$ cat src/sv/tccr_pkg.sv
// Shared constants, types and the CRC byte update for the telecommand report block.
package tccr_pkg;

  localparam int unsigned ApidW  = 11;
  localparam int unsigned DestW  = 8;
  localparam int unsigned CountW = 14;
  localparam int unsigned PosW   = 17;
  localparam int unsigned IdxW   = 5;
  localparam int unsigned AddrW  = 3;

  localparam logic [15:0] CrcPoly = 16'h1021;
  localparam logic [15:0] CrcInit = 16'hFFFF;

  localparam logic [ApidW-1:0] ApidReset = 11'd812;
  localparam logic [DestW-1:0] DestReset = 8'h78;

  // Telecommand layout: ten bytes of headers ahead of the application data,
  // whose byte count is the length field minus five.
  localparam logic [PosW-1:0] HdrBytes = 17'd10;
  localparam logic [15:0]     LenBias  = 16'd5;

  // Report fields.
  localparam logic [15:0] LenAccept = 16'h0007;
  localparam logic [15:0] LenReject = 16'h000D;
  localparam logic [15:0] ErrCrc    = 16'h0002;
  localparam logic [7:0]  SvcType   = 8'h01;
  localparam logic [7:0]  SecHdr    = 8'h10;
  localparam logic [7:0]  SubAccept = 8'h01;
  localparam logic [7:0]  SubReject = 8'h02;
  localparam logic [4:0]  PidHigh   = 5'b00001;
  localparam logic [1:0]  SeqFlags  = 2'b11;

  // Byte index of the final byte of each report kind.
  localparam logic [IdxW-1:0] LastAccept = 5'd13;
  localparam logic [IdxW-1:0] LastReject = 5'd19;

  // Register map index (byte address / 4).
  typedef enum logic {
    RegApid = 1'b0,
    RegDest = 1'b1
  } reg_idx_e;

  typedef struct packed {
    logic [ApidW-1:0] apid;
    logic [DestW-1:0] dest;
  } cfg_t;

  typedef struct packed {
    logic              accepted;
    logic [CountW-1:0] count;
    logic [15:0]       pid;
    logic [15:0]       seq;
    logic [15:0]       rx_crc;
    logic [15:0]       calc_crc;
  } report_t;

  // CRC-16-CCITT, MSB first, one byte per call.
  function automatic logic [15:0] crc_byte(logic [15:0] crc, logic [7:0] b);
    logic [15:0] c;
    c = crc ^ {b, 8'h00};
    for (int k = 0; k < 8; k++) begin
      c = c[15] ? ({c[14:0], 1'b0} ^ CrcPoly) : {c[14:0], 1'b0};
    end
    return c;
  endfunction

endpackage

$ cat src/sv/telecommand_crc_check_and_report_core.sv
// Throughput: one telecommand byte per cycle while tc_ready_o is high; reports leave through
// the output register one byte per cycle while tm_ready_i is high, 14 or 20 bytes each.
// Input stalls only while a finished report waits behind the one being sent (one pending slot).
// Reset: asynchronous and active low; packet position, CRC (0xFFFF), report count and
// all valid flags clear, and the registers return to APID 812 and destination 120.
// Top level of the telecommand CRC check and verification report block.
module telecommand_crc_check_and_report_core (
  input  logic                       clk_i,
  input  logic                       rst_ni,
  // Telecommand byte stream.
  input  logic                       tc_valid_i,
  output logic                       tc_ready_o,
  input  logic [7:0]                 tc_byte_i,
  // Verification report byte stream.
  output logic                       tm_valid_o,
  input  logic                       tm_ready_i,
  output logic [7:0]                 tm_byte_o,
  output logic                       tm_last_o,
  output logic                       accepted_o,
  // Configuration port.
  input  logic                       psel,
  input  logic                       penable,
  input  logic                       pwrite,
  input  logic [tccr_pkg::AddrW-1:0] paddr,
  input  logic [31:0]                pwdata,
  output logic [31:0]                prdata,
  output logic                       pready
);

  tccr_pkg::cfg_t    cfg;
  tccr_pkg::report_t rep;
  logic              rep_valid;
  logic              take;

  // A byte transaction completes when valid and ready meet; the parser
  // updates its header fields and CRC in that same cycle.
  assign take = tc_valid_i && tc_ready_o;

  // Register file: APID at byte address 0, destination at byte address 4.
  tccr_cfg u_cfg (
    .clk_i   (clk_i),
    .rst_ni  (rst_ni),
    .psel    (psel),
    .penable (penable),
    .pwrite  (pwrite),
    .paddr   (paddr),
    .pwdata  (pwdata),
    .prdata  (prdata),
    .pready  (pready),
    .cfg_o   (cfg)
  );

  // The parser raises rep_valid on the last byte of a packet, with a full
  // snapshot of the IDs, both CRC values, the verdict and the report count.
  tccr_rx u_rx (
    .clk_i       (clk_i),
    .rst_ni      (rst_ni),
    .take_i      (take),
    .byte_i      (tc_byte_i),
    .rep_valid_o (rep_valid),
    .rep_o       (rep)
  );

  // The serializer holds one report in flight and one pending. The input
  // side is held off only while the pending slot is occupied, so the
  // shortest packets (12 bytes) can still follow each other with no gap
  // until reports start to queue.
  tccr_tx u_tx (
    .clk_i       (clk_i),
    .rst_ni      (rst_ni),
    .cfg_i       (cfg),
    .rep_valid_i (rep_valid),
    .rep_i       (rep),
    .in_ready_o  (tc_ready_o),
    .tm_valid_o  (tm_valid_o),
    .tm_ready_i  (tm_ready_i),
    .tm_byte_o   (tm_byte_o),
    .tm_last_o   (tm_last_o),
    .accepted_o  (accepted_o)
  );

endmodule

$ cat src/sv/tccr_cfg.sv
// APB configuration registers for the report APID and destination.
module tccr_cfg (
  input  logic                       clk_i,
  input  logic                       rst_ni,
  input  logic                       psel,
  input  logic                       penable,
  input  logic                       pwrite,
  input  logic [tccr_pkg::AddrW-1:0] paddr,
  input  logic [31:0]                pwdata,
  output logic [31:0]                prdata,
  output logic                       pready,
  output tccr_pkg::cfg_t             cfg_o
);

  logic [tccr_pkg::ApidW-1:0] apid_q, apid_d;
  logic [tccr_pkg::DestW-1:0] dest_q, dest_d;
  tccr_pkg::reg_idx_e         idx;
  logic                       wr_en;

  assign pready = 1'b1;
  assign idx    = tccr_pkg::reg_idx_e'(paddr[2]);
  assign wr_en  = psel && penable && pwrite;

  always_comb begin
    apid_d = apid_q;
    dest_d = dest_q;
    prdata = '0;
    unique case (idx)
      tccr_pkg::RegApid: begin
        prdata = {21'd0, apid_q};
        if (wr_en) begin
          apid_d = pwdata[tccr_pkg::ApidW-1:0];
        end
      end
      tccr_pkg::RegDest: begin
        prdata = {24'd0, dest_q};
        if (wr_en) begin
          dest_d = pwdata[tccr_pkg::DestW-1:0];
        end
      end
      default: begin
        prdata = '0;
      end
    endcase
  end

  always_ff @(posedge clk_i or negedge rst_ni) begin
    if (!rst_ni) begin
      apid_q <= tccr_pkg::ApidReset;
      dest_q <= tccr_pkg::DestReset;
    end else begin
      apid_q <= apid_d;
      dest_q <= dest_d;
    end
  end

  assign cfg_o.apid = apid_q;
  assign cfg_o.dest = dest_q;

endmodule

$ cat src/sv/tccr_rx.sv
// Telecommand byte parser: header capture, running CRC and end-of-packet compare.
module tccr_rx (
  input  logic              clk_i,
  input  logic              rst_ni,
  input  logic              take_i,
  input  logic [7:0]        byte_i,
  output logic              rep_valid_o,
  output tccr_pkg::report_t rep_o
);

  logic [tccr_pkg::PosW-1:0]   pos_q, pos_d;
  logic [15:0]                 pid_q, pid_d;
  logic [15:0]                 seq_q, seq_d;
  logic [15:0]                 len_q, len_d;
  logic [15:0]                 crc_q, crc_d;
  logic [7:0]                  rxhi_q, rxhi_d;
  logic [tccr_pkg::CountW-1:0] count_q, count_d;
  logic [15:0]                 data_cnt;
  logic [tccr_pkg::PosW-1:0]   crc_end;
  logic [15:0]                 rx_crc;

  // Before the length is complete, crc_end is at least ten, so the first
  // six bytes always land in the CRC branch.
  assign data_cnt = (len_q >= tccr_pkg::LenBias) ? (len_q - tccr_pkg::LenBias) : 16'd0;
  assign crc_end  = tccr_pkg::HdrBytes + {1'b0, data_cnt};
  assign rx_crc   = {rxhi_q, byte_i};

  always_comb begin
    pos_d       = pos_q;
    pid_d       = pid_q;
    seq_d       = seq_q;
    len_d       = len_q;
    crc_d       = crc_q;
    rxhi_d      = rxhi_q;
    count_d     = count_q;
    rep_valid_o = 1'b0;
    if (take_i) begin
      unique case (pos_q)
        17'd0:   pid_d[15:8] = byte_i;
        17'd1:   pid_d[7:0]  = byte_i;
        17'd2:   seq_d[15:8] = byte_i;
        17'd3:   seq_d[7:0]  = byte_i;
        17'd4:   len_d[15:8] = byte_i;
        17'd5:   len_d[7:0]  = byte_i;
        default: ;
      endcase
      priority if (pos_q < crc_end) begin
        crc_d = tccr_pkg::crc_byte(crc_q, byte_i);
        pos_d = pos_q + 17'd1;
      end else if (pos_q == crc_end) begin
        rxhi_d = byte_i;
        pos_d  = pos_q + 17'd1;
      end else begin
        rep_valid_o = 1'b1;
        count_d     = count_q + 14'd1;
        pos_d       = '0;
        crc_d       = tccr_pkg::CrcInit;
      end
    end
  end

  assign rep_o.accepted = (rx_crc == crc_q);
  assign rep_o.count    = count_q;
  assign rep_o.pid      = pid_q;
  assign rep_o.seq      = seq_q;
  assign rep_o.rx_crc   = rx_crc;
  assign rep_o.calc_crc = crc_q;

  always_ff @(posedge clk_i or negedge rst_ni) begin
    if (!rst_ni) begin
      pos_q   <= '0;
      pid_q   <= '0;
      seq_q   <= '0;
      len_q   <= '0;
      crc_q   <= tccr_pkg::CrcInit;
      rxhi_q  <= '0;
      count_q <= '0;
    end else begin
      pos_q   <= pos_d;
      pid_q   <= pid_d;
      seq_q   <= seq_d;
      len_q   <= len_d;
      crc_q   <= crc_d;
      rxhi_q  <= rxhi_d;
      count_q <= count_d;
    end
  end

endmodule

$ cat src/sv/tccr_tx.sv
// Report serializer: one pending slot, the report in flight and the output register.
module tccr_tx (
  input  logic              clk_i,
  input  logic              rst_ni,
  input  tccr_pkg::cfg_t    cfg_i,
  input  logic              rep_valid_i,
  input  tccr_pkg::report_t rep_i,
  output logic              in_ready_o,
  output logic              tm_valid_o,
  input  logic              tm_ready_i,
  output logic [7:0]        tm_byte_o,
  output logic              tm_last_o,
  output logic              accepted_o
);

  logic                          pend_valid_q, pend_valid_d;
  tccr_pkg::report_t             pend_q, pend_d;
  logic                          cur_valid_q, cur_valid_d;
  tccr_pkg::report_t             cur_q, cur_d;
  logic [tccr_pkg::IdxW-1:0]     idx_q, idx_d;
  logic                          out_valid_q, out_valid_d;
  logic [7:0]                    out_byte_q, out_byte_d;
  logic                          out_last_q, out_last_d;
  logic                          out_acc_q, out_acc_d;
  logic                          out_load;
  logic                          cur_last;
  logic                          cur_free;
  logic [7:0]                    sel_byte;

  assign out_load = cur_valid_q && (!out_valid_q || tm_ready_i);
  assign cur_last = cur_q.accepted ? (idx_q == tccr_pkg::LastAccept)
                                   : (idx_q == tccr_pkg::LastReject);
  assign cur_free = !cur_valid_q || (out_load && cur_last);

  // Report byte at the current index.
  always_comb begin
    unique case (idx_q)
      5'd0:    sel_byte = {tccr_pkg::PidHigh, cfg_i.apid[10:8]};
      5'd1:    sel_byte = cfg_i.apid[7:0];
      5'd2:    sel_byte = {tccr_pkg::SeqFlags, cur_q.count[13:8]};
      5'd3:    sel_byte = cur_q.count[7:0];
      5'd4:    sel_byte = cur_q.accepted ? tccr_pkg::LenAccept[15:8]
                                         : tccr_pkg::LenReject[15:8];
      5'd5:    sel_byte = cur_q.accepted ? tccr_pkg::LenAccept[7:0]
                                         : tccr_pkg::LenReject[7:0];
      5'd6:    sel_byte = tccr_pkg::SecHdr;
      5'd7:    sel_byte = tccr_pkg::SvcType;
      5'd8:    sel_byte = cur_q.accepted ? tccr_pkg::SubAccept : tccr_pkg::SubReject;
      5'd9:    sel_byte = cfg_i.dest;
      5'd10:   sel_byte = cur_q.pid[15:8];
      5'd11:   sel_byte = cur_q.pid[7:0];
      5'd12:   sel_byte = cur_q.seq[15:8];
      5'd13:   sel_byte = cur_q.seq[7:0];
      5'd14:   sel_byte = tccr_pkg::ErrCrc[15:8];
      5'd15:   sel_byte = tccr_pkg::ErrCrc[7:0];
      5'd16:   sel_byte = cur_q.rx_crc[15:8];
      5'd17:   sel_byte = cur_q.rx_crc[7:0];
      5'd18:   sel_byte = cur_q.calc_crc[15:8];
      5'd19:   sel_byte = cur_q.calc_crc[7:0];
      default: sel_byte = '0;
    endcase
  end

  always_comb begin
    pend_valid_d = pend_valid_q;
    pend_d       = pend_q;
    cur_valid_d  = cur_valid_q;
    cur_d        = cur_q;
    idx_d        = idx_q;
    out_valid_d  = out_valid_q;
    out_byte_d   = out_byte_q;
    out_last_d   = out_last_q;
    out_acc_d    = out_acc_q;

    if (out_load) begin
      out_valid_d = 1'b1;
      out_byte_d  = sel_byte;
      out_last_d  = cur_last;
      out_acc_d   = cur_q.accepted;
      idx_d       = cur_last ? '0 : idx_q + 5'd1;
    end else if (tm_ready_i) begin
      out_valid_d = 1'b0;
    end

    if (cur_free) begin
      if (pend_valid_q) begin
        cur_valid_d = 1'b1;
        cur_d       = pend_q;
      end else if (rep_valid_i) begin
        cur_valid_d = 1'b1;
        cur_d       = rep_i;
      end else begin
        cur_valid_d = 1'b0;
      end
    end

    // A new report only arrives while the pending slot is empty. It goes
    // straight to the serializer when that is free, else it waits here.
    if (rep_valid_i && !cur_free) begin
      pend_valid_d = 1'b1;
      pend_d       = rep_i;
    end else if (cur_free) begin
      pend_valid_d = 1'b0;
    end
  end

  always_ff @(posedge clk_i or negedge rst_ni) begin
    if (!rst_ni) begin
      pend_valid_q <= 1'b0;
      cur_valid_q  <= 1'b0;
      idx_q        <= '0;
      out_valid_q  <= 1'b0;
    end else begin
      pend_valid_q <= pend_valid_d;
      cur_valid_q  <= cur_valid_d;
      idx_q        <= idx_d;
      out_valid_q  <= out_valid_d;
    end
  end

  always_ff @(posedge clk_i) begin
    pend_q     <= pend_d;
    cur_q      <= cur_d;
    out_byte_q <= out_byte_d;
    out_last_q <= out_last_d;
    out_acc_q  <= out_acc_d;
  end

  assign in_ready_o = !pend_valid_q;
  assign tm_valid_o = out_valid_q;
  assign tm_byte_o  = out_byte_q;
  assign tm_last_o  = out_last_q;
  assign accepted_o = out_acc_q;

endmodule
$ cat config.mk
export PLATFORM = sky130hd
export DESIGN_NAME = telecommand_crc_check_and_report_core
export DESIGN_NICKNAME = d
export VERILOG_FILES = /design/src/sv/tccr_pkg.sv /design/src/sv/telecommand_crc_check_and_report_core.sv /design/src/sv/tccr_cfg.sv /design/src/sv/tccr_rx.sv /design/src/sv/tccr_tx.sv
export SDC_FILE = /design/constraint.sdc
export NUM_CORES = 1
export LEC_CHECK = 0
export BUFFER_PORTS_ARGS = -buffer_cell sky130_fd_sc_hd__buf_4
export CORE_ASPECT_RATIO = 2
export CORE_MARGIN = 2
export CORE_UTILIZATION = 63
export CTS_BUF_LIST = sky130_fd_sc_hd__clkbuf_2 sky130_fd_sc_hd__clkbuf_4 sky130_fd_sc_hd__clkbuf_8
export CTS_CLUSTER_SIZE = 14
export DETAILED_ROUTE_END_ITERATION = 8
export GPL_ROUTABILITY_DRIVEN = 0
export PLACE_DENSITY = 0.88
export SYNTH_ARGS = -nofsm -noshare
export SYNTH_HDL_FRONTEND = slang
export SYNTH_HIERARCHICAL = 1
export SYNTH_SLANG_ARGS = --single-unit
$ cat constraint.sdc
create_clock -name clk_i -period 12.33 [get_ports clk_i]
set_input_delay 0.6165 -clock clk_i [delete_from_list [all_inputs] [get_ports clk_i]]
set_output_delay 0.6165 -clock clk_i [all_outputs]
set_load 0.02 [all_outputs]
==> qor.yml, run 1 <==
timing:
  layout_min_cycle_time_ns: 6.792
  setup_violations: 0
  relSlewSlack: 0.2227
  hold_viol_final: 0
  setup_slack_ns: 5.538
  clock_skew_ns: 0.02214
  fin_crit_sh: 0.5509
  drv_slew: 0
  rsz0062_at_grt: "false"
  worstMarginPinSlew_ns: 1.162
  max_freq_mhz: 147.2
  tns_ns: 0
run:
  cap_violations: 0
route:
  via_per_inst: 6.485
  wl_um: 35220
  drt_iter0_drc: 940
  vias: 9007
  first_pass_iters: 5
  wl_per_cell_um: 25.36
  drt.antenna.violating_nets: 0
  remaining_drc_errors: 0
global_route:
  grt_pass1_wl_um: 54210
  track_usage: 0.3086
  antenna_found_initial: 0
  grt_max_degree: 80
  grt_pass1_vias: 9578
  grt-ovfl-total: 0
synth:
  ys_seq_area_frac: 0.5862
  synth_warnings: 6
  yosys.area.top_type: "edfxtp_1"
  syn_inst: 1041
  synth_ff_type: "edfxtp_1"
  mappedNetlistArea_um2: 14210
  avgSynthCellArea_um2: 13.65
  yosysTopAreaCellShare: 0.3551
  synth.distinct_cells: 77
  yosys-top-cells-area: "edfxtp_1, dfrtp_1, mux2_2, dfstp_2, xnor2_1"
  synth_enable_flop_cells: 168
  synthArstFlopShare: 0.4362
  ys_ff_latch: 298
final_layout:
  register_area_um2: 8333
  area_growth_pct: 9.352
  design_area_um2: 15540
  drive_above_1_share: 0.3100
  multi_input_area_um2: 5468
  fin_nets: 1163
  final_common_cell: "edfxtp_1"
  fillCellCount: 1381
  final_cell_mix: "edfxtp_1, mux2_2, dfrtp_1, buf_4, xnor2_1"
  num_antenna_cells: 0
outcome:
  outcome: "finished clean"
clocking:
  cts_resized: 0
  cts_max_path_buffers: 3
  cts_max_level: 2
  clk_pin_slew_ns: 0.07
  cts_hold_buf: 0
  clock_sinks: 298
  clock_latency_ns: 0.55
  cts_tree: "built"
  cts_setup_buffers: 0
  cts_made_buffers: 39
  cts_root_buf: "clkbuf_8"
worst_setup_path:
  cp_cell_sequence: "inv_1 -> ha_1 -> nor2b_1 -> nor3_1 -> and2_1 -> nor2_1 -> ha_1 -> o22ai_1 -> nor3_1 -> nand3_2 -> nor4b_2 -> mux2_1 -> ha_1 -> nand4_1 -> nor4_1 -> a221o_1 -> nor3_2 -> nor3_2 -> buf_4 -> inv_1 -> nor2_4 -> buf_4"
  startpoint_type: "flip-flop"
  critical_path_required_ns: 12.49
  slowest_stage: "buf_4"
  worst_path_most_repeated_cell: "ha_1"
  crit_arrival_ns: 6.96
  worstSetupPathType: "reg -> reg"
  slowest_delay_ns: 0.78
  setup.worst_path.end_class: "flip-flop"
  crit_fanout: 62
floorplanning:
  io_pins: 95
  start_util: 0.6412
  coreArea_um2: 22160
  die_w_um: 110.2
  fp.dieH_um: 216.4
  fp.dieArea_um2: 23840
  rows: 77
place:
  dpl-instance-area_um2: 14660
  dp_worst_setup_slack_ns: 5.648
  port_buffers: 49
  dp_hpwl_um: 23150
pwr:
  irDropWorstVdd_mv: 0.1618
  leakagePower_uw: 0.006247
  p_total_uw: 3350
  powerDensity_nw_per_um2: 215.6
min_path:
  hold_path_class: "in -> async"
## flip-flops by register name (all words and copies together) (netlist names), 11 cells and up
name          cells
u_rx/seq_q       16
u_rx/crc_q       16
u_rx/pos_q       17
u_rx/count_q     14
u_tx/pend_q      79
u_cfg/apid_q     11
u_rx/len_q       16
u_tx/cur_q       79
u_rx/pid_q       16
## worst max-delay path, delay by kind of cell (launching register included)
kind	cells	cell delay, ns
buf+inv	4	1.24
flops	1	0.41
simple gates	12	3.18
compound gates	2	0.35
fa+ha+maj	3	0.74
mux	1	0.38
## layer usage
layer,part of all wire,GRT usage,vias to the layer above
met3,0.066,0.06286,184
met5,0,0,-
met4,0.092,0.2425,0
met2,0.52,0.5280,497
met1,0.32,0.3172,4418
li1,-,-,3908
## Yosys cell counts, drive strengths merged (10+ instances only)
cell type	number
a21oi	11
a22oi	10
and3	13
buf	44
clkbuf	35
dfrtp	105
dfstp	25
edfxtp	168
ha	30
inv	16
mux2	169
nand2	47
nand3	30
nand4	19
nor2	48
nor2b	14
nor3	14
o21ai	18
o22a	18
xnor2	50
xor2	35
## through the flow
stage	hold slack, ns	std cells	util
3_5_place_dp	0.4564	1318	0.6616
6_report	0.08045	1389	0.7012
2_1_floorplan	0.3209	1061	-
4_1_cts	0.09842	1389	0.7012
3_3_place_gp	0.4471	1318	0.6616
5_1_grt	0.1309	1389	0.7012
## cell type report
type / count / area share
well taps: 276 / 0.02223
clock inverters: 15 / 0.01288
inverters: 16 / 0.003865
multi-input cells: 668 / 0.3519
flip-flops and latches: 298 / 0.5363
clock buffers: 56 / 0.04357
repair buffers: 60 / 0.02923
## report_power, final
group          internal, uW  switching (uW)  total [uW]
Sequential             1280             168        1440
Clock                   462             370         831
Combinational           477             596        1070
## worst paths after layout
check	start	endpoint	slack, ns	depth (start not counted)
setup / recovery	u_rx/len_q[0]	u_tx/pend_q[38]	5.54	22
hold / removal	rst_ni	u_rx/pos_q[8]	0.08	1
setup reg to reg	u_rx/len_q[0]	u_tx/pend_q[38]	5.54	22
hold reg to reg	u_rx/pid_q[0]	u_tx/pend_q[48]	0.48	0
max in group asynchronous	rst_ni	u_rx/pid_q[5]	10.91	2
min in group clk_i	pwdata[0]	u_cfg/apid_q[0]	0.30	2
## logic make-up after synthesis
group                    after synthesis  share of synthesized area
AND/OR/NAND/NOR                      240                    0.09422
other                                  2                  0.0005286
XOR/XNOR                              85                    0.05239
buffers and inverters                 95                    0.03602
multiplexers                         178                     0.1432
adder cells (fa/ha/maj)               30                    0.02642
flip-flops                           298                     0.5862
AO/OA/AOI/OAI                        113                    0.06103
Power figures use the tool's default switching activity.
==> inputs of run 2 (changes only) <==
--- a/config.mk
+++ b/config.mk
@@ -5,6 +5,7 @@
 export SDC_FILE = /design/constraint.sdc
 export NUM_CORES = 1
 export LEC_CHECK = 0
+export ABC_AREA = 1
 export BUFFER_PORTS_ARGS = -buffer_cell sky130_fd_sc_hd__buf_4
 export CORE_ASPECT_RATIO = 2
 export CORE_MARGIN = 2
@@ -13,7 +14,7 @@
 export CTS_CLUSTER_SIZE = 14
 export DETAILED_ROUTE_END_ITERATION = 8
 export GPL_ROUTABILITY_DRIVEN = 0
-export PLACE_DENSITY = 0.88
+export PLACE_DENSITY = 0.87
 export SYNTH_ARGS = -nofsm -noshare
 export SYNTH_HDL_FRONTEND = slang
 export SYNTH_HIERARCHICAL = 1
==> constraint.sdc (replaced) <==
create_clock -name clk_i -period 6.4 [get_ports clk_i]
set_input_delay 0.32 -clock clk_i [delete_from_list [all_inputs] [get_ports clk_i]]
set_output_delay 0.32 -clock clk_i [all_outputs]
set_load 0.02 [all_outputs]
==> qor.yml, run 2 <==
outcome:
  outcome: "finished clean"
worst_setup_path:
  crit_arrival_ns: 5.41
  slowest_stage: "dfrtp_1"
  crit_fanout: 79
  worst_path_most_repeated_cell: "inv_1"
  startpoint: "u_rx/len_q[0]"
  slowest_delay_ns: 0.40
  rrSetupSlack_ns: 1.18
  r2r_start: "u_rx/len_q[0]"
  setup.worst_path.end_class: "flip-flop"
  r2r_cells: 33
  cp-endpoint: "u_tx/cur_q[76]"
  critical_path_required_ns: 6.59
  worstSetupPathType: "reg -> reg"
  startpoint_type: "flip-flop"
  r2r_end: "u_tx/cur_q[76]"
global_route:
  antenna_found_initial: 0
  grt-ovfl-total: 0
  grt_pass1_wl_um: 61120
  grt_max_degree: 81
  grt_pass1_vias: 11910
  track_usage: 0.3139
synth:
  yosysTopAreaCellShare: 0.3341
  ys_seq_area_frac: 0.5516
  synth_warnings: 6
  avgSynthCellArea_um2: 8.841
  synth_common_cells: "nand2_1, inv_1, edfxtp_1"
  syn_inst: 1708
  yosysMostFrequentCell: "nand2_1"
  synth_enable_flop_cells: 168
  mappedNetlistArea_um2: 15100
  synth.distinct_cells: 44
  yosys.area.top_type: "edfxtp_1"
  yosys-top-cells-area: "edfxtp_1, dfrtp_1, nand2_1, nand3_1, dfstp_2"
  synthArstFlopShare: 0.4362
  synth_ff_type: "edfxtp_1"
  ys_ff_latch: 298
route:
  remaining_drc_errors: 0
  drt_iter0_drc: 1068
  vias: 11970
  via_per_inst: 5.768
  wl_um: 39200
  wl_per_cell_um: 18.88
  drt.antenna.violating_nets: 0
  first_pass_iters: 7
floorplanning:
  rows: 80
  die_w_um: 113.5
  start_util: 0.6366
  fp.dieH_um: 223.0
  coreArea_um2: 23720
  fp.dieArea_um2: 25300
  io_pins: 95
clocking:
  cts_resized: 0
  cts_root_buf: "clkbuf_8"
  cts_made_buffers: 40
  clk_pin_slew_ns: 0.07
  cts_setup_buffers: 0
  cts_hold_buf: 7
  clock_sinks: 298
  clock_latency_ns: 0.56
  cts_tree: "built"
  cts_max_level: 2
  cts_max_path_buffers: 3
final_layout:
  final_common_cell: "nand2_1"
  reg_top3: "u_tx/cur_q: 79 flops, u_tx/pend_q: 79 flops, u_rx/pos_q: 17 flops"
  fillCellCount: 1702
  final_cell_mix: "nand2_1, inv_1, edfxtp_1, nor2_1, nand3_1"
  design_area_um2: 16450
  area_growth_pct: 8.957
  drive_above_1_share: 0.1202
  num_antenna_cells: 0
  post-route-util: 0.6936
  fin_nets: 1839
timing:
  tns_ns: 0
  max_freq_mhz: 191.6
  setup_slack_ns: 1.182
  drv_slew: 0
  layout_min_cycle_time_ns: 5.218
  hold_viol_final: 0
  rsz0062_at_grt: "false"
  relSlewSlack: 0.3442
  clock_skew_ns: 0.02610
  fin_crit_sh: 0.8154
  worstMarginPinSlew_ns: 0.9814
  setup_violations: 0
pwr:
  powerDensity_nw_per_um2: 495.9
  irDropWorstVdd_mv: 0.2806
  leakagePower_uw: 0.007918
place:
  dp_hpwl_um: 27210
  port_buffers: 49
  dp_worst_setup_slack_ns: 1.266
  dpl-instance-area_um2: 15550
run:
  cap_violations: 0
min_path:
  min_path_cells: 3
  hold_path_class: "in -> reg"
## run 2: per-stage QoR
| step | power [uW] | instances | hold slack, ns |
|---|---|---|---|
| 2_1_floorplan | 5652 | 1728 | 0.02441 |
| 3_3_place_gp | 6395 | 1997 | 0.3164 |
| 3_5_place_dp | 6577 | 1997 | 0.3146 |
| 4_1_cts | 8102 | 2076 | 0.001437 |
| 5_1_grt | 8666 | 2076 | 0.02684 |
| 6_report | 8159 | 2076 | 0.01671 |
## run 2: worst min-delay path by stage
stage               start                to  slack, ns
2_1_floorplan      rst_ni   u_cfg/apid_q[0]       0.02
3_3_place_gp       rst_ni  u_cfg/apid_q[10]       0.32
3_5_place_dp       rst_ni   u_cfg/apid_q[7]       0.31
4_1_cts        tm_ready_i   u_tx/tm_valid_o      0.001
5_1_grt        tm_ready_i   u_tx/tm_valid_o       0.03
6_report       pwdata[10]  u_cfg/apid_q[10]       0.02
## run 2: cell type report
cell class / instances / area [um^2] / share of cell area
clock buffer: 60 / 744.5 / 0.04525
clock inverter: 12 / 91.34 / 0.005551
inverter: 181 / 679.4 / 0.04129
multi-input combinational: 1175 / 5729 / 0.3482
sequential: 298 / 8330 / 0.5063
tap: 287 / 359.1 / 0.02183
timing repair buffer: 63 / 519.2 / 0.03156
## run 2: cells by family (layout without fill, tap and decap cells)
| group | Yosys count | in the layout | synth area share |
|---|---|---|---|
| AND/OR/NAND/NOR | 968 | 968 | 0.2743 |
| flip-flops | 298 | 298 | 0.5516 |
| buffers and inverters | 255 | 316 | 0.07523 |
| AO/OA/AOI/OAI | 78 | 78 | 0.02751 |
| XOR/XNOR | 61 | 61 | 0.03538 |
| adder cells (fa/ha/maj) | 30 | 30 | 0.02486 |
| multiplexers | 16 | 16 | 0.01061 |
| other | 2 | 22 | 0.0004973 |
## run 2: layer usage
layer	part of all wire	track usage
met5	0	0
met4	0.099	0.2659
met3	0.067	0.05297
met1	0.30	0.2994
met2	0.53	0.5679
## run 2: report_power, final
group          switching (uW)  total, uW  internal, uW  leakage (uW)
clock                     704       1490           790      0.000443
combinational            2420       3540          1130       0.00430
sequential                425       3120          2700       0.00318
## run 2: critical path, delay by kind of cell (launching register included)
family,cells,cell delay [ns]
flops,1,0.40
simple gates,20,2.20
compound gates,1,0.16
buf+inv,9,1.41
fa+ha+maj,3,0.61
